## config.mk

```make
export PLATFORM = sky130hd
export DESIGN_NAME = heading_hold_differential_drive_flat
export DESIGN_NICKNAME = d
export VERILOG_FILES = /design/src/sv/hhdd_pkg.sv /design/src/sv/hhdd_ifc.sv /design/src/sv/hhdd_mul.sv /design/src/sv/hhdd_cfg_regs.sv /design/src/sv/heading_hold_differential_drive.sv /design/src/flat_wrapper.sv
export SDC_FILE = /design/constraint.sdc
export NUM_CORES = 2
export LEC_CHECK = 0
export BUFFER_PORTS_ARGS = -buffer_cell sky130_fd_sc_hd__buf_2
export CAP_MARGIN = 20
export CELL_PAD_IN_SITES_DETAIL_PLACEMENT = 1
export CELL_PAD_IN_SITES_GLOBAL_PLACEMENT = 1
export CORE_MARGIN = 5
export CORE_UTILIZATION = 30
export CTS_CLUSTER_SIZE = 14
export DETAILED_ROUTE_END_ITERATION = 6
export PLACE_DENSITY_LB_ADDON = 0.12
export SLEW_MARGIN = 40
export SYNTH_ARGS = -nofsm -noshare
export SYNTH_HDL_FRONTEND = slang
export SYNTH_SLANG_ARGS = --single-unit
```

## constraint.sdc

```tcl
create_clock -name i_clk -period 9.9 [get_ports i_clk]
set_clock_uncertainty 0.2 [all_clocks]
set_input_delay 1.485 -clock i_clk [delete_from_list [all_inputs] [get_ports i_clk]]
set_output_delay 1.485 -clock i_clk [all_outputs]
set_load 0.02 [all_outputs]
```

## src/sv/hhdd_pkg.sv

```systemverilog
// shared types, constants and register codes of the heading hold controller
package hhdd_pkg;

    // behavior constants
    localparam int SLEW_STEP   = 1;
    localparam int DEADBAND    = 2;
    localparam int FILT_KEEP   = 179;
    localparam int FILT_TAKE   = 77;
    localparam int DECAY_MUL   = 179;
    // 130/100 reduced to 13/10, divide by 10 as multiply by ceil(2^16/10)
    localparam int LEFT_NUM    = 13;
    localparam int RECIP_10    = 6554;
    localparam int LEFT_BIAS   = 3;
    localparam int WRAP_Q8     = 360 * 256 + 128;
    localparam int HALF_Q8     = 128;
    localparam int IGNORE_INIT = 40;

    // channel widths
    localparam int YAW_W      = 17;
    localparam int LINE_W     = 8;
    localparam int DRIVE_W    = 11;
    localparam int CFG_IDX_W  = 4;
    localparam int CFG_DATA_W = 16;
    localparam int IGN_W      = 16;

    // shared multiplier widths
    localparam int MUL_A_W = 24;
    localparam int MUL_B_W = 14;
    localparam int MUL_P_W = MUL_A_W + MUL_B_W;

    // register indexes
    localparam logic [CFG_IDX_W-1:0] REG_TARGET = 4'd0;
    localparam logic [CFG_IDX_W-1:0] REG_BASE   = 4'd1;
    localparam logic [CFG_IDX_W-1:0] REG_IGNORE = 4'd2;
    localparam logic [CFG_IDX_W-1:0] REG_LIMIT  = 4'd3;
    localparam logic [CFG_IDX_W-1:0] REG_GAIN_P = 4'd4;
    localparam logic [CFG_IDX_W-1:0] REG_GAIN_I = 4'd5;
    localparam logic [CFG_IDX_W-1:0] REG_GAIN_D = 4'd6;
    localparam logic [CFG_IDX_W-1:0] REG_PID_MAX = 4'd7;

    typedef logic signed [YAW_W-1:0]   t_yaw;
    typedef logic [LINE_W-1:0]         t_line;
    typedef logic signed [DRIVE_W-1:0] t_drive;
    typedef logic [CFG_IDX_W-1:0]      t_cfg_idx;
    typedef logic [CFG_DATA_W-1:0]     t_cfg_data;
    typedef logic signed [MUL_A_W-1:0] t_mul_a;
    typedef logic signed [MUL_B_W-1:0] t_mul_b;
    typedef logic signed [MUL_P_W-1:0] t_mul_p;

    typedef struct packed {
        logic [8:0] target_heading;
        logic [7:0] base_speed;
        logic [9:0] drive_limit;
        logic [9:0] gain_p;
        logic [9:0] gain_i;
        logic [9:0] gain_d;
        logic [6:0] pid_max;
    } t_cfg;

    typedef struct packed {
        logic             load;
        logic [IGN_W-1:0] value;
    } t_ign_load;

endpackage

```

## src/sv/hhdd_ifc.sv

```systemverilog
// valid/ready channel interfaces: sample in, drive word out, register write
interface hhdd_in_if;
    import hhdd_pkg::*;
    logic  valid;
    logic  ready;
    t_yaw  yaw_angle;
    logic  yaw_valid;
    t_line line_bits;
    modport source (output valid, output yaw_angle, output yaw_valid, output line_bits,
                    input ready);
    modport sink (input valid, input yaw_angle, input yaw_valid, input line_bits,
                  output ready);
endinterface

interface hhdd_out_if;
    import hhdd_pkg::*;
    logic   valid;
    logic   ready;
    t_drive left_drive;
    t_drive right_drive;
    logic   stopped;
    logic   alert_start;
    modport source (output valid, output left_drive, output right_drive, output stopped,
                    output alert_start, input ready);
    modport sink (input valid, input left_drive, input right_drive, input stopped,
                  input alert_start, output ready);
endinterface

interface hhdd_cfg_if;
    import hhdd_pkg::*;
    logic      valid;
    logic      ready;
    t_cfg_idx  index;
    t_cfg_data data;
    modport source (output valid, output index, output data, input ready);
    modport sink (input valid, input index, input data, output ready);
endinterface

```

## src/sv/hhdd_mul.sv

```systemverilog
// shared signed multiplier with registered product
module hhdd_mul (
    input  logic            i_clk,
    input  hhdd_pkg::t_mul_a i_a,
    input  hhdd_pkg::t_mul_b i_b,
    output hhdd_pkg::t_mul_p o_p
);
    import hhdd_pkg::*;

    t_mul_p r_p;

    always_ff @(posedge i_clk) begin
        r_p <= MUL_P_W'(i_a) * MUL_P_W'(i_b);
    end

    assign o_p = r_p;

endmodule

```

## src/sv/hhdd_cfg_regs.sv

```systemverilog
// configuration register file and ignore count load strobe
module hhdd_cfg_regs (
    input  logic                i_clk,
    input  logic                i_rst_n,
    hhdd_cfg_if.sink            i_cfg,
    output hhdd_pkg::t_cfg      o_cfg,
    output hhdd_pkg::t_ign_load o_ign_load
);
    import hhdd_pkg::*;

    t_cfg r_cfg;
    logic wr;

    assign i_cfg.ready = 1'b1;
    assign wr = i_cfg.valid && i_cfg.ready;

    always_ff @(posedge i_clk) begin
        if (!i_rst_n) begin
            r_cfg.target_heading <= 9'd0;
            r_cfg.base_speed     <= 8'd30;
            r_cfg.drive_limit    <= 10'd100;
            r_cfg.gain_p         <= 10'd46;
            r_cfg.gain_i         <= 10'd0;
            r_cfg.gain_d         <= 10'd77;
            r_cfg.pid_max        <= 7'd12;
        end else if (wr) begin
            case (i_cfg.index)
                REG_TARGET:  r_cfg.target_heading <= i_cfg.data[8:0];
                REG_BASE:    r_cfg.base_speed     <= i_cfg.data[7:0];
                REG_LIMIT:   r_cfg.drive_limit    <= i_cfg.data[9:0];
                REG_GAIN_P:  r_cfg.gain_p         <= i_cfg.data[9:0];
                REG_GAIN_I:  r_cfg.gain_i         <= i_cfg.data[9:0];
                REG_GAIN_D:  r_cfg.gain_d         <= i_cfg.data[9:0];
                REG_PID_MAX: r_cfg.pid_max        <= i_cfg.data[6:0];
                default: begin
                end
            endcase
        end
    end

    // ignore ticks only ever reload the live count
    assign o_ign_load.load  = wr && (i_cfg.index == REG_IGNORE);
    assign o_ign_load.value = i_cfg.data[IGN_W-1:0];
    assign o_cfg = r_cfg;

endmodule

```

## src/sv/heading_hold_differential_drive.sv

```systemverilog
// heading hold controller top: sequencer, controller state and output word register
//
//  channel  | dir | fields                                        | accepted when
//  ---------+-----+-----------------------------------------------+--------------------
//  i_in     | in  | yaw_angle(17s) yaw_valid(1) line_bits(8)      | valid && ready
//  o_out    | out | left_drive(11s) right_drive(11s) stopped alert | valid && ready
//  i_cfg    | in  | index(4) data(16), registers 0..7              | valid && ready
//
//  a tick word is taken only in idle; a steering tick then runs its steps through
//  one shared multiplier (filter, three pid terms, decay, left wheel scaling),
//  so no new word is taken until the tick is through its last step
//  a word with the stop latched or the end line just seen skips from idle to the last step
//  a word with yaw_valid low is dropped in its accept cycle and changes nothing
//  reset is synchronous; the drive word waits in an output register, a stalled sink
//  only holds the sequencer in its last step when a second word is ready to go out
module heading_hold_differential_drive (
    input  logic     i_clk,
    input  logic     i_rst_n,
    hhdd_in_if.sink  i_in,
    hhdd_out_if.source o_out,
    hhdd_cfg_if.sink i_cfg
);
    import hhdd_pkg::*;

    // sequencer steps
    localparam logic [4:0] S_IDLE  = 5'd0;
    localparam logic [4:0] S_ERR   = 5'd1;
    localparam logic [4:0] S_FILT1 = 5'd2;
    localparam logic [4:0] S_FILT2 = 5'd3;
    localparam logic [4:0] S_EVAL  = 5'd4;
    localparam logic [4:0] S_P     = 5'd5;
    localparam logic [4:0] S_I     = 5'd6;
    localparam logic [4:0] S_D     = 5'd7;
    localparam logic [4:0] S_SUM   = 5'd8;
    localparam logic [4:0] S_DEC   = 5'd9;
    localparam logic [4:0] S_DEC2  = 5'd10;
    localparam logic [4:0] S_CLAMP = 5'd11;
    localparam logic [4:0] S_CORR  = 5'd12;
    localparam logic [4:0] S_L1    = 5'd13;
    localparam logic [4:0] S_L2    = 5'd14;
    localparam logic [4:0] S_L3    = 5'd15;
    localparam logic [4:0] S_FIN   = 5'd16;

    localparam logic signed [9:0]  DB   = 10'(DEADBAND);
    localparam logic signed [11:0] STEP = 12'(SLEW_STEP);

    t_cfg      cfg;
    t_ign_load ign;
    t_mul_a    mul_a;
    t_mul_b    mul_b;
    t_mul_p    r_prod;

    // sequencer and controller state
    logic [4:0]       r_state;
    logic [IGN_W-1:0] r_ign;
    logic             r_finished;
    logic             r_halt;
    logic             r_alert;
    logic signed [17:0] r_f;
    logic signed [8:0]  r_e1;
    logic signed [8:0]  r_e2;
    logic signed [15:0] r_accum;
    t_drive           r_cmd_l;
    t_drive           r_cmd_r;
    logic             r_out_valid;

    // working registers
    t_yaw               r_yaw;
    logic signed [8:0]  r_err;
    logic signed [8:0]  r_e;
    logic signed [25:0] r_acc;
    logic signed [9:0]  r_spd_l;
    logic signed [9:0]  r_spd_r;
    t_drive             r_ls;
    t_drive             r_rs;
    t_drive             r_out_l;
    t_drive             r_out_r;
    logic               r_out_stop;
    logic               r_out_alert;

    // step logic
    logic signed [17:0] head_sum;
    logic [8:0]         head_raw;
    logic [8:0]         heading;
    logic signed [10:0] err_raw;
    logic signed [10:0] err_wrap;
    logic signed [25:0] filt_sum;
    logic signed [17:0] f_bias;
    logic signed [9:0]  e_raw;
    logic signed [8:0]  e_dead;
    logic signed [9:0]  d1;
    logic signed [10:0] d2;
    logic signed [29:0] dec_p;
    logic signed [29:0] dec_bias;
    logic signed [25:0] lim;
    logic signed [25:0] acc_clamp;
    logic signed [15:0] acc_bias;
    logic signed [7:0]  corr;
    logic signed [9:0]  spd_l;
    logic signed [9:0]  spd_r;
    logic signed [9:0]  neg_l;
    logic signed [9:0]  neg_r;
    logic [8:0]         mag_l;
    logic [8:0]         mag_r;
    logic [8:0]         quot;
    logic [9:0]         biased;
    logic [9:0]         lim_l;
    logic [9:0]         lim_r;
    t_drive             shape_l;
    t_drive             shape_r;
    logic signed [11:0] cur_l;
    logic signed [11:0] cur_r;
    logic signed [11:0] tgt_l;
    logic signed [11:0] tgt_r;
    t_drive             slew_l;
    t_drive             slew_r;
    logic               take_in;
    logic               out_free;

    hhdd_cfg_regs u_cfg (
        .i_clk      (i_clk),
        .i_rst_n    (i_rst_n),
        .i_cfg      (i_cfg),
        .o_cfg      (cfg),
        .o_ign_load (ign)
    );

    hhdd_mul u_mul (
        .i_clk (i_clk),
        .i_a   (mul_a),
        .i_b   (mul_b),
        .o_p   (r_prod)
    );

    assign i_in.ready = (r_state == S_IDLE);
    assign take_in    = i_in.valid && i_in.ready && i_in.yaw_valid;
    assign out_free   = !r_out_valid || o_out.ready;

    // yaw rounded to whole degrees, negative yaw lifted by one turn first
    assign head_sum = 18'(r_yaw) + (r_yaw[YAW_W-1] ? 18'(WRAP_Q8) : 18'(HALF_Q8));
    assign head_raw = head_sum[16:8];
    assign heading  = (head_raw >= 9'd360) ? head_raw - 9'd360 : head_raw;

    // heading error wrapped to +-180
    assign err_raw = $signed({2'b00, cfg.target_heading}) - $signed({2'b00, heading});
    always_comb begin
        if (err_raw > 11'sd180) begin
            err_wrap = err_raw - 11'sd360;
        end else if (err_raw < -11'sd180) begin
            err_wrap = err_raw + 11'sd360;
        end else begin
            err_wrap = err_raw;
        end
    end

    // filter: accumulated keep term plus err*77 shifted to q16, floor back to q8
    assign filt_sum = r_acc + $signed({{2{r_prod[15]}}, r_prod[15:0], 8'b0});

    // whole error truncated toward zero, then deadband
    assign f_bias = r_f + (r_f[17] ? 18'sd255 : 18'sd0);
    assign e_raw  = f_bias[17:8];
    assign e_dead = (e_raw < DB && e_raw > -DB) ? 9'sd0 : e_raw[8:0];

    assign d1 = 10'(r_e) - 10'(r_e1);
    assign d2 = 11'(r_e) - (11'(r_e1) <<< 1) + 11'(r_e2);

    // decay product truncated toward zero
    assign dec_p    = r_prod[29:0];
    assign dec_bias = dec_p + (dec_p[29] ? 30'sd255 : 30'sd0);

    assign lim = $signed({11'b0, cfg.pid_max, 8'b0});
    always_comb begin
        if (r_acc > lim) begin
            acc_clamp = lim;
        end else if (r_acc < -lim) begin
            acc_clamp = -lim;
        end else begin
            acc_clamp = r_acc;
        end
    end

    // whole correction and the two wheel speeds
    assign acc_bias = r_accum + (r_accum[15] ? 16'sd255 : 16'sd0);
    assign corr     = acc_bias[15:8];
    assign spd_l    = $signed({2'b00, cfg.base_speed}) - 10'(corr);
    assign spd_r    = $signed({2'b00, cfg.base_speed}) + 10'(corr);

    assign neg_l = -r_spd_l;
    assign neg_r = -r_spd_r;
    assign mag_l = r_spd_l[9] ? neg_l[8:0] : r_spd_l[8:0];
    assign mag_r = r_spd_r[9] ? neg_r[8:0] : r_spd_r[8:0];

    // left: |speed|*13/10 with bias away from zero, right: speed as is; both clamped
    assign quot   = r_prod[24:16];
    assign biased = (quot == 9'd0) ? 10'd0 : {1'b0, quot} + 10'(LEFT_BIAS);
    assign lim_l  = (biased > cfg.drive_limit) ? cfg.drive_limit : biased;
    assign lim_r  = ({1'b0, mag_r} > cfg.drive_limit) ? cfg.drive_limit : {1'b0, mag_r};
    assign shape_l = r_spd_l[9] ? -$signed({1'b0, lim_l}) : $signed({1'b0, lim_l});
    assign shape_r = r_spd_r[9] ? -$signed({1'b0, lim_r}) : $signed({1'b0, lim_r});

    // slew toward the shaped commands
    assign cur_l = 12'(r_cmd_l);
    assign cur_r = 12'(r_cmd_r);
    assign tgt_l = 12'(r_ls);
    assign tgt_r = 12'(r_rs);
    always_comb begin
        if (cur_l < tgt_l - STEP) begin
            slew_l = DRIVE_W'(cur_l + STEP);
        end else if (cur_l > tgt_l + STEP) begin
            slew_l = DRIVE_W'(cur_l - STEP);
        end else begin
            slew_l = r_ls;
        end
        if (cur_r < tgt_r - STEP) begin
            slew_r = DRIVE_W'(cur_r + STEP);
        end else if (cur_r > tgt_r + STEP) begin
            slew_r = DRIVE_W'(cur_r - STEP);
        end else begin
            slew_r = r_rs;
        end
    end

    // operand select for the shared multiplier
    always_comb begin
        case (r_state)
            S_ERR: begin
                mul_a = MUL_A_W'(r_f);
                mul_b = MUL_B_W'(FILT_KEEP);
            end
            S_FILT1: begin
                mul_a = MUL_A_W'(r_err);
                mul_b = MUL_B_W'(FILT_TAKE);
            end
            S_P: begin
                mul_a = MUL_A_W'(d1);
                mul_b = $signed({4'b0, cfg.gain_p});
            end
            S_I: begin
                mul_a = MUL_A_W'(r_e);
                mul_b = $signed({4'b0, cfg.gain_i});
            end
            S_D: begin
                mul_a = MUL_A_W'(d2);
                mul_b = $signed({4'b0, cfg.gain_d});
            end
            S_DEC: begin
                mul_a = r_acc[MUL_A_W-1:0];
                mul_b = MUL_B_W'(DECAY_MUL);
            end
            S_L1: begin
                mul_a = $signed({15'b0, mag_l});
                mul_b = MUL_B_W'(LEFT_NUM);
            end
            S_L2: begin
                mul_a = $signed({11'b0, r_prod[12:0]});
                mul_b = MUL_B_W'(RECIP_10);
            end
            default: begin
                mul_a = '0;
                mul_b = '0;
            end
        endcase
    end

    // sequencer and controller state
    always_ff @(posedge i_clk) begin
        if (!i_rst_n) begin
            r_state     <= S_IDLE;
            r_ign       <= IGN_W'(IGNORE_INIT);
            r_finished  <= 1'b0;
            r_halt      <= 1'b0;
            r_alert     <= 1'b0;
            r_f         <= '0;
            r_e1        <= '0;
            r_e2        <= '0;
            r_accum     <= '0;
            r_cmd_l     <= '0;
            r_cmd_r     <= '0;
            r_out_valid <= 1'b0;
        end else begin
            if (o_out.ready) begin
                r_out_valid <= 1'b0;
            end
            case (r_state)
                S_IDLE: begin
                    if (take_in) begin
                        r_halt  <= 1'b0;
                        r_alert <= 1'b0;
                        r_state <= S_ERR;
                        if (r_finished) begin
                            // stop latched: zero drive, controller held clear
                            r_f     <= '0;
                            r_e1    <= '0;
                            r_e2    <= '0;
                            r_accum <= '0;
                            r_cmd_l <= '0;
                            r_cmd_r <= '0;
                            r_halt  <= 1'b1;
                            r_state <= S_FIN;
                        end else if (r_ign != '0) begin
                            r_ign <= r_ign - 1'b1;
                        end else if (i_in.line_bits != '0) begin
                            // end line seen: latch stop and flag this word
                            r_f        <= '0;
                            r_e1       <= '0;
                            r_e2       <= '0;
                            r_accum    <= '0;
                            r_cmd_l    <= '0;
                            r_cmd_r    <= '0;
                            r_finished <= 1'b1;
                            r_halt     <= 1'b1;
                            r_alert    <= 1'b1;
                            r_state    <= S_FIN;
                        end
                    end
                end
                S_ERR:   r_state <= S_FILT1;
                S_FILT1: r_state <= S_FILT2;
                S_FILT2: begin
                    r_f     <= filt_sum[25:8];
                    r_state <= S_EVAL;
                end
                S_EVAL:  r_state <= S_P;
                S_P:     r_state <= S_I;
                S_I:     r_state <= S_D;
                S_D:     r_state <= S_SUM;
                S_SUM:   r_state <= S_DEC;
                S_DEC:   r_state <= S_DEC2;
                S_DEC2:  r_state <= S_CLAMP;
                S_CLAMP: begin
                    r_accum <= acc_clamp[15:0];
                    r_e2    <= r_e1;
                    r_e1    <= r_e;
                    r_state <= S_CORR;
                end
                S_CORR:  r_state <= S_L1;
                S_L1:    r_state <= S_L2;
                S_L2:    r_state <= S_L3;
                S_L3:    r_state <= S_FIN;
                S_FIN: begin
                    if (out_free) begin
                        if (!r_halt) begin
                            r_cmd_l <= slew_l;
                            r_cmd_r <= slew_r;
                        end
                        r_out_valid <= 1'b1;
                        r_state     <= S_IDLE;
                    end
                end
                default: r_state <= S_IDLE;
            endcase
            // register write reloads the live ignore count
            if (ign.load) begin
                r_ign <= ign.value;
            end
        end
    end

    // working registers and output word
    always_ff @(posedge i_clk) begin
        case (r_state)
            S_IDLE:  r_yaw <= i_in.yaw_angle;
            S_ERR:   r_err <= err_wrap[8:0];
            S_FILT1: r_acc <= $signed(r_prod[25:0]);
            S_EVAL:  r_e   <= e_dead;
            S_I:     r_acc <= $signed(r_prod[25:0]);
            S_D:     r_acc <= r_acc + $signed(r_prod[25:0]);
            S_SUM:   r_acc <= r_acc + $signed(r_prod[25:0]) + 26'(r_accum);
            S_DEC2: begin
                // decay only when the whole error is zero
                if (r_e == 9'sd0) begin
                    r_acc <= 26'($signed(dec_bias[29:8]));
                end
            end
            S_CORR: begin
                r_spd_l <= spd_l;
                r_spd_r <= spd_r;
            end
            S_L3: begin
                r_ls <= shape_l;
                r_rs <= shape_r;
            end
            S_FIN: begin
                if (out_free) begin
                    r_out_l     <= r_halt ? '0 : slew_l;
                    r_out_r     <= r_halt ? '0 : slew_r;
                    r_out_stop  <= r_finished;
                    r_out_alert <= r_alert;
                end
            end
            default: begin
            end
        endcase
    end

    assign o_out.valid       = r_out_valid;
    assign o_out.left_drive  = r_out_l;
    assign o_out.right_drive = r_out_r;
    assign o_out.stopped     = r_out_stop;
    assign o_out.alert_start = r_out_alert;

endmodule

```

## src/flat_wrapper.sv

```systemverilog
// flat-port wrapper written by rule: the top's interface ports become plain ports
module heading_hold_differential_drive_flat import hhdd_pkg::*;
  (i_clk, i_rst_n, i_in_valid, i_in_yaw_angle, i_in_yaw_valid, i_in_line_bits, i_in_ready, o_out_valid, o_out_left_drive, o_out_right_drive, o_out_stopped, o_out_alert_start, o_out_ready, i_cfg_valid, i_cfg_index, i_cfg_data, i_cfg_ready);
  hhdd_in_if i_in_i ();
  hhdd_out_if o_out_i ();
  hhdd_cfg_if i_cfg_i ();
  input  logic i_clk;
  input  logic i_rst_n;
  input wire logic [$bits(i_in_i.valid)-1:0] i_in_valid;
  input wire logic [$bits(i_in_i.yaw_angle)-1:0] i_in_yaw_angle;
  input wire logic [$bits(i_in_i.yaw_valid)-1:0] i_in_yaw_valid;
  input wire logic [$bits(i_in_i.line_bits)-1:0] i_in_line_bits;
  output wire logic [$bits(i_in_i.ready)-1:0] i_in_ready;
  output wire logic [$bits(o_out_i.valid)-1:0] o_out_valid;
  output wire logic [$bits(o_out_i.left_drive)-1:0] o_out_left_drive;
  output wire logic [$bits(o_out_i.right_drive)-1:0] o_out_right_drive;
  output wire logic [$bits(o_out_i.stopped)-1:0] o_out_stopped;
  output wire logic [$bits(o_out_i.alert_start)-1:0] o_out_alert_start;
  input wire logic [$bits(o_out_i.ready)-1:0] o_out_ready;
  input wire logic [$bits(i_cfg_i.valid)-1:0] i_cfg_valid;
  input wire logic [$bits(i_cfg_i.index)-1:0] i_cfg_index;
  input wire logic [$bits(i_cfg_i.data)-1:0] i_cfg_data;
  output wire logic [$bits(i_cfg_i.ready)-1:0] i_cfg_ready;
  assign i_in_i.valid = i_in_valid;
  assign i_in_i.yaw_angle = i_in_yaw_angle;
  assign i_in_i.yaw_valid = i_in_yaw_valid;
  assign i_in_i.line_bits = i_in_line_bits;
  assign i_in_ready = i_in_i.ready;
  assign o_out_valid = o_out_i.valid;
  assign o_out_left_drive = o_out_i.left_drive;
  assign o_out_right_drive = o_out_i.right_drive;
  assign o_out_stopped = o_out_i.stopped;
  assign o_out_alert_start = o_out_i.alert_start;
  assign o_out_i.ready = o_out_ready;
  assign i_cfg_i.valid = i_cfg_valid;
  assign i_cfg_i.index = i_cfg_index;
  assign i_cfg_i.data = i_cfg_data;
  assign i_cfg_ready = i_cfg_i.ready;
  heading_hold_differential_drive u_core (.i_clk(i_clk), .i_rst_n(i_rst_n), .i_in(i_in_i), .o_out(o_out_i), .i_cfg(i_cfg_i));
endmodule
```

# ---- Word level (Yosys, flattened, before mapping)
# Cells that the tools add are included.
dict set report classes {
  n_addsub 31
  n_mul 1
  order_cmp 13
  eq_ne 30
  mux 68
  reduce_logical 36
}
# cell n
set op_table {}
lappend op_table {{24-bit case mux with 8 select lines} 1}
lappend op_table {{16-bit two-way mux} 11}
lappend op_table {{11-bit two-way mux} 12}
lappend op_table {{26-bit case mux with 4 select lines} 1}
lappend op_table {{13-bit case mux with 7 select lines} 1}
lappend op_table {{5-bit case mux with 17 select lines} 1}
lappend op_table {{9-bit two-way mux} 9}
lappend op_table {{18-bit two-way mux} 4}
lappend op_table {{10-bit two-way mux} 5}
lappend op_table {{11-bit case mux with 2 select lines} 2}
lappend op_table {{5-bit by 4-bit equality test with 1-bit output, second input constant} 8}
lappend op_table {{18-bit case mux with 2 select lines} 1}
lappend op_table {{9-bit case mux with 2 select lines} 2}
lappend op_table {{16-bit case mux with 2 select lines} 1}
lappend op_table {{30-bit by 9-bit adder with 30-bit output} 1}
lappend op_table {{24-bit by 14-bit multiplier with 30-bit output} 1}
lappend op_table {{26-bit by 16-bit adder with 26-bit output} 1}
lappend op_table {{26-bit by 24-bit adder with 26-bit output} 1}
lappend op_table {{26-bit adder} 1}
lappend op_table {{26-bit by 16-bit greater-than comparator with 1-bit output} 1}
lappend op_table {{26-bit < comparator} 1}
lappend op_table {{26-bit two-way mux} 1}
lappend op_table {{15-bit negator with 26-bit output} 1}
lappend op_table {{5-bit two-way mux} 5}
lappend op_table {{54 further kinds} 106}
dict set report word_totals {
  register_bits 319
  input_bits 51
}

# ---- Longest topological paths before layout
dict set report depth {
  word_depth 8
  depth_mapped 35
  depth_no_buf 35
}

# ---- Modules after synthesis
# From an unflattened synthesis, not the netlist that was laid out.
dict set report hier_totals {
  cells_unflattened 4148
  area_unflattened_um2 36431.2
}
# mod n_inst cells_each area_each_um2 seq_area_each_um2
set by_module_without_submodules {}
lappend by_module_without_submodules {heading_hold_differential_drive 1 2542 21406.8 5535.3}
lappend by_module_without_submodules {hhdd_mul 1 1350 12499.5 760.7}
lappend by_module_without_submodules {hhdd_cfg_regs 1 256 2524.9 1281.2}

# ---- Least setup slack after synthesis
# OpenSTA, ideal clock, no wires.
dict set report synth_path {
  path_kind {reg2reg}
  start {register u_core.r_e[2]}
  end {register u_core.u_mul.r_p[29] (netlist: u_core.u_mul.o_p[29])}
  setup_time_ps 130
  arrival_time_ps 8571
  setup_slack_ps 1000
  stages_incl_launch_ff 35
  period_less_slack_ps 8900
  path_cell_list {edfxtp_1 inv_1 fa_1 inv_1 ha_1 o21ai_0 a21boi_0 o21ai_0 nand2b_1 a21o_1 a21oi_1 o21ai_0 xor2_1 a211oi_1 nor2_1 fa_1 inv_1 fa_1 inv_1 fa_1 fa_1 fa_1 inv_1 fa_1 inv_1 ha_1 a21o_1 a21oi_1 o31ai_1 o311ai_1 a41oi_1 o211ai_1 a31oi_1 o41ai_1 xnor3_1}
}
dict set report synth_between {
  elab_chain_cells 4
  word_cells_on_any_way 5
}
# element line
set synth_rtl {}
lappend synth_rtl {{start: declaration} heading_hold_differential_drive.sv:70} ;# logic signed [8:0] r_e;
lappend synth_rtl {{start signal: assignment} heading_hold_differential_drive.sv:365} ;# S_EVAL: r_e <= e_dead;
lappend synth_rtl {{9-bit by 10-bit subtractor with 11-bit output} heading_hold_differential_drive.sv:165} ;# assign d2 = 11'(r_e) - (11'(r_e1) <<< 1) + 11'(r_e2);
lappend synth_rtl {{11-bit by 9-bit adder with 11-bit output} heading_hold_differential_drive.sv:165}
lappend synth_rtl {{24-bit case mux with 8 select lines *} heading_hold_differential_drive.sv:225} ;# case (r_state)
lappend synth_rtl {{24-bit by 14-bit multiplier with 30-bit output *} hhdd_mul.sv:13} ;# r_p <= MUL_P_W'(i_a) * MUL_P_W'(i_b);
lappend synth_rtl {{end signal: assignment} hhdd_mul.sv:13}
lappend synth_rtl {{end: declaration} hhdd_mul.sv:10} ;# t_mul_p r_p;
# Mark *: on every way between the ends. The rest lies on a longest branch, timed or not.
# A chain may end at the register's enable or synchronous reset.

# ---- Worst setup path in the final report
# Same ends and word-level chain as after synthesis.

==> metrics <==
status completed; Crit path top cell by count fa_1; vias in the first global route 29200; Post-synth top flop dfxtp_1; Data required, critical path 10120 ps; Via density 5.20; Worst path max stage delay 540 ps; vias 27600; CTS tree built; GR Util All Layers 0.198; Max Clock Freq 0.107 GHz; Layout area overhead 11.6%; Hold Path Class reg -> reg; Post-Syn Instances 3816; final critical-path required period 9320 ps; Async S/R FF share, synth 0; Avg WL per Cell 21.9 um; Starting Density 0.301; share of layout cells above drive strength 1 0.0834; Fin. Hold Viols 0; Yosys warning count 0; clk slew on worst S/H paths 60 ps; DP Area 35100 um^2; Sum Neg Setup Slack 0 ps; initial antenna violation count 1; Max-cap violations 0; Max IR drop VDD 107 uV; area fraction of the dominant cell type after synthesis 0.140; EDFF count, synth 119; Worst path slowest cell fa_1; most frequent cell after synthesis inv_1; DP HPWL 92100 um; RSZ-0062 raised after global routing false; FF-to-FF path depth 36; Final GP Congestion 0.822; cell area after layout 36500 um^2; crit path max fanout 6; cts bufs inserted 42; Remaining Overflow, GRT 0; WL final 116000 um; critical path class reg -> reg; Seq/Total Area, Yosys 0.227; Total Power 0.00593 W; CP Launch Type flip-flop; Reg2Reg Capture Point u_core.u_mul.o_p[29]; # rows 121; Sinks on Clock Net 311; power per cell area 162 nW/um^2; port buffer count 69; Die W 340 um; max-slew violation count 0; Die Area 116000 um^2; DRT iter0 DRCs 1425; Post-Syn Area 32700 um^2; post-route clock period utilization 0.941; post-synth top area cell fa_1; placed cells 5235; Total Nets Final 4490; Critical Path Sink Type flip-flop; top cells by count, synth 427 x inv_1, 363 x nor2_1, 354 x nand2_1; # setup viols final 0; Detailed Routing Iterations Pass 1 7; distinct cell type count after synthesis 97; CTS max path bufs 3; H-tree depth 2; DR DRC count 0; max_slew headroom 0.461; final non-filler cell total 5314; ranking of synthesized cells by area fa_1 14%, ha_1 13%, dfxtp_1 12%; largest net degree at the start of global routing 69; Die Ht 340 um; CP Capture Point u_core.u_mul.o_p[29]; post-route ant nets 0; CORE AREA 109000 um^2; CTS Root Cell clkbuf_16; worst slew pin tran 806 ps; I/O Pins 78; crit path launch u_core.r_e[2]; CTS Hold Bufs 0; post-synthesis register bit count 311; worst skew pair latency 590 ps; first-pass GRT wire length 179000 um; leakage 16.0 nW; Syn Area/Cell 8.56 um^2; Critical Path AT 9540 ps; reg2reg start u_core.r_e[2]; Reg2Reg Setup Slack 580 ps
## critical path, delay by kind of cell, from the launching register on
kind / cells / cell delay [ps]
flops: 1 / 350
buf+inv: 8 / 660
compound gates: 15 / 2970
simple gates: 2 / 180
xor+xnor: 2 / 630
fa+ha+maj: 9 / 4200
## logic make-up (layout without fill, tap and decap cells)
family                   Yosys count  count (layout)  synth area share
AO/OA/AOI/OAI                    764             764             0.155
adder cells (fa/ha/maj)          570             570             0.271
buffers and inverters            586             661            0.0681
XOR/XNOR                         271             271            0.0731
multiplexers                      88              88            0.0290
flip-flops                       311             311             0.227
AND/OR/NAND/NOR                 1224            1224             0.177
other                              2              11          0.000230
## stage by stage
step | setup WS [ps] | hold WS, ps | utilization
floorplan | 1000 | 209 | -
global placement | 243 | 232 | 0.323
detailed placement | 132 | 238 | 0.323
CTS | 75.9 | 257 | 0.335
global route | 51.5 | 269 | 0.336
finish | 582 | 247 | 0.336
## report_power, final
group / switching, W / internal [W] / total, W
clock network: 0.000644 / 0.000848 / 0.00149
registers: 0.000240 / 0.00149 / 0.00173
logic: 0.00164 / 0.00106 / 0.00270
## registers in the layout, summed over array words and instances, names as in the netlist, 10 cells and up
signal,count
u_core.o_out.left_drive,11
u_core.o_out.right_drive,11
u_core.r_acc,26
u_core.r_accum,16
u_core.r_cmd_l,11
u_core.r_cmd_r,11
u_core.r_f,18
u_core.r_ign,16
u_core.r_ls,11
u_core.r_rs,11
u_core.r_spd_r,10
u_core.r_yaw,10
u_core.u_cfg.o_cfg,64
u_core.u_mul.o_p,30
## layer usage
metal / vias to the layer above / global-route usage / share of wire
met5: - / 0 / 0.00011
met4: 2 / 0.0437 / 0.023
met3: 123 / 0.0234 / 0.035
met2: 415 / 0.343 / 0.48
met1: 13800 / 0.265 / 0.47
li1: 13200 / - / -
## cell type report
class | count | area [um^2]
Tap cell | 1414 | 1770
Inverter | 428 | 1610
Timing Repair Buffer | 159 | 1030
Clock buffer | 52 | 1140
Clock inverter | 22 | 173
Fill cell | 12700 | 72100
Sequential cell | 311 | 7420
Antenna cell | 1 | 2.50
Multi-Input combinational cell | 2927 | 23300
## worst min-delay path by stage
| stage | from | to | slack (ps) | cells past startpoint |
|---|---|---|---|---|
| floorplan | u_core.r_alert | u_core.o_out.alert_start | 210 | 0 |
| global placement | u_core.r_alert | u_core.o_out.alert_start | 230 | 0 |
| detailed placement | u_core.r_alert | u_core.o_out.alert_start | 240 | 0 |
| CTS | u_core.r_alert | u_core.o_out.alert_start | 260 | 0 |
| global route | u_core.r_alert | u_core.o_out.alert_start | 270 | 0 |
| finish | u_core.r_alert | u_core.o_out.alert_start | 250 | 0 |
## cells in the final DEF, fill, tap and decap left out, drive strengths merged, types with 70 or more instances in the layout
master and instances:
nand3 118, xnor2 159, ha 342, inv 428
nor3 70, xor2 111, buf 159, nor2 365
fa 228, o21ai 144, dfxtp 192, nand2 356
a21oi 214, edfxtp 119, mux2i 70
## repair_timing
action,CTS,global route
setup endpoints to repair,0,1
resized for setup,0,6
buffers inserted,0,3
No activity file was read; power rests on OpenSTA's default activity.
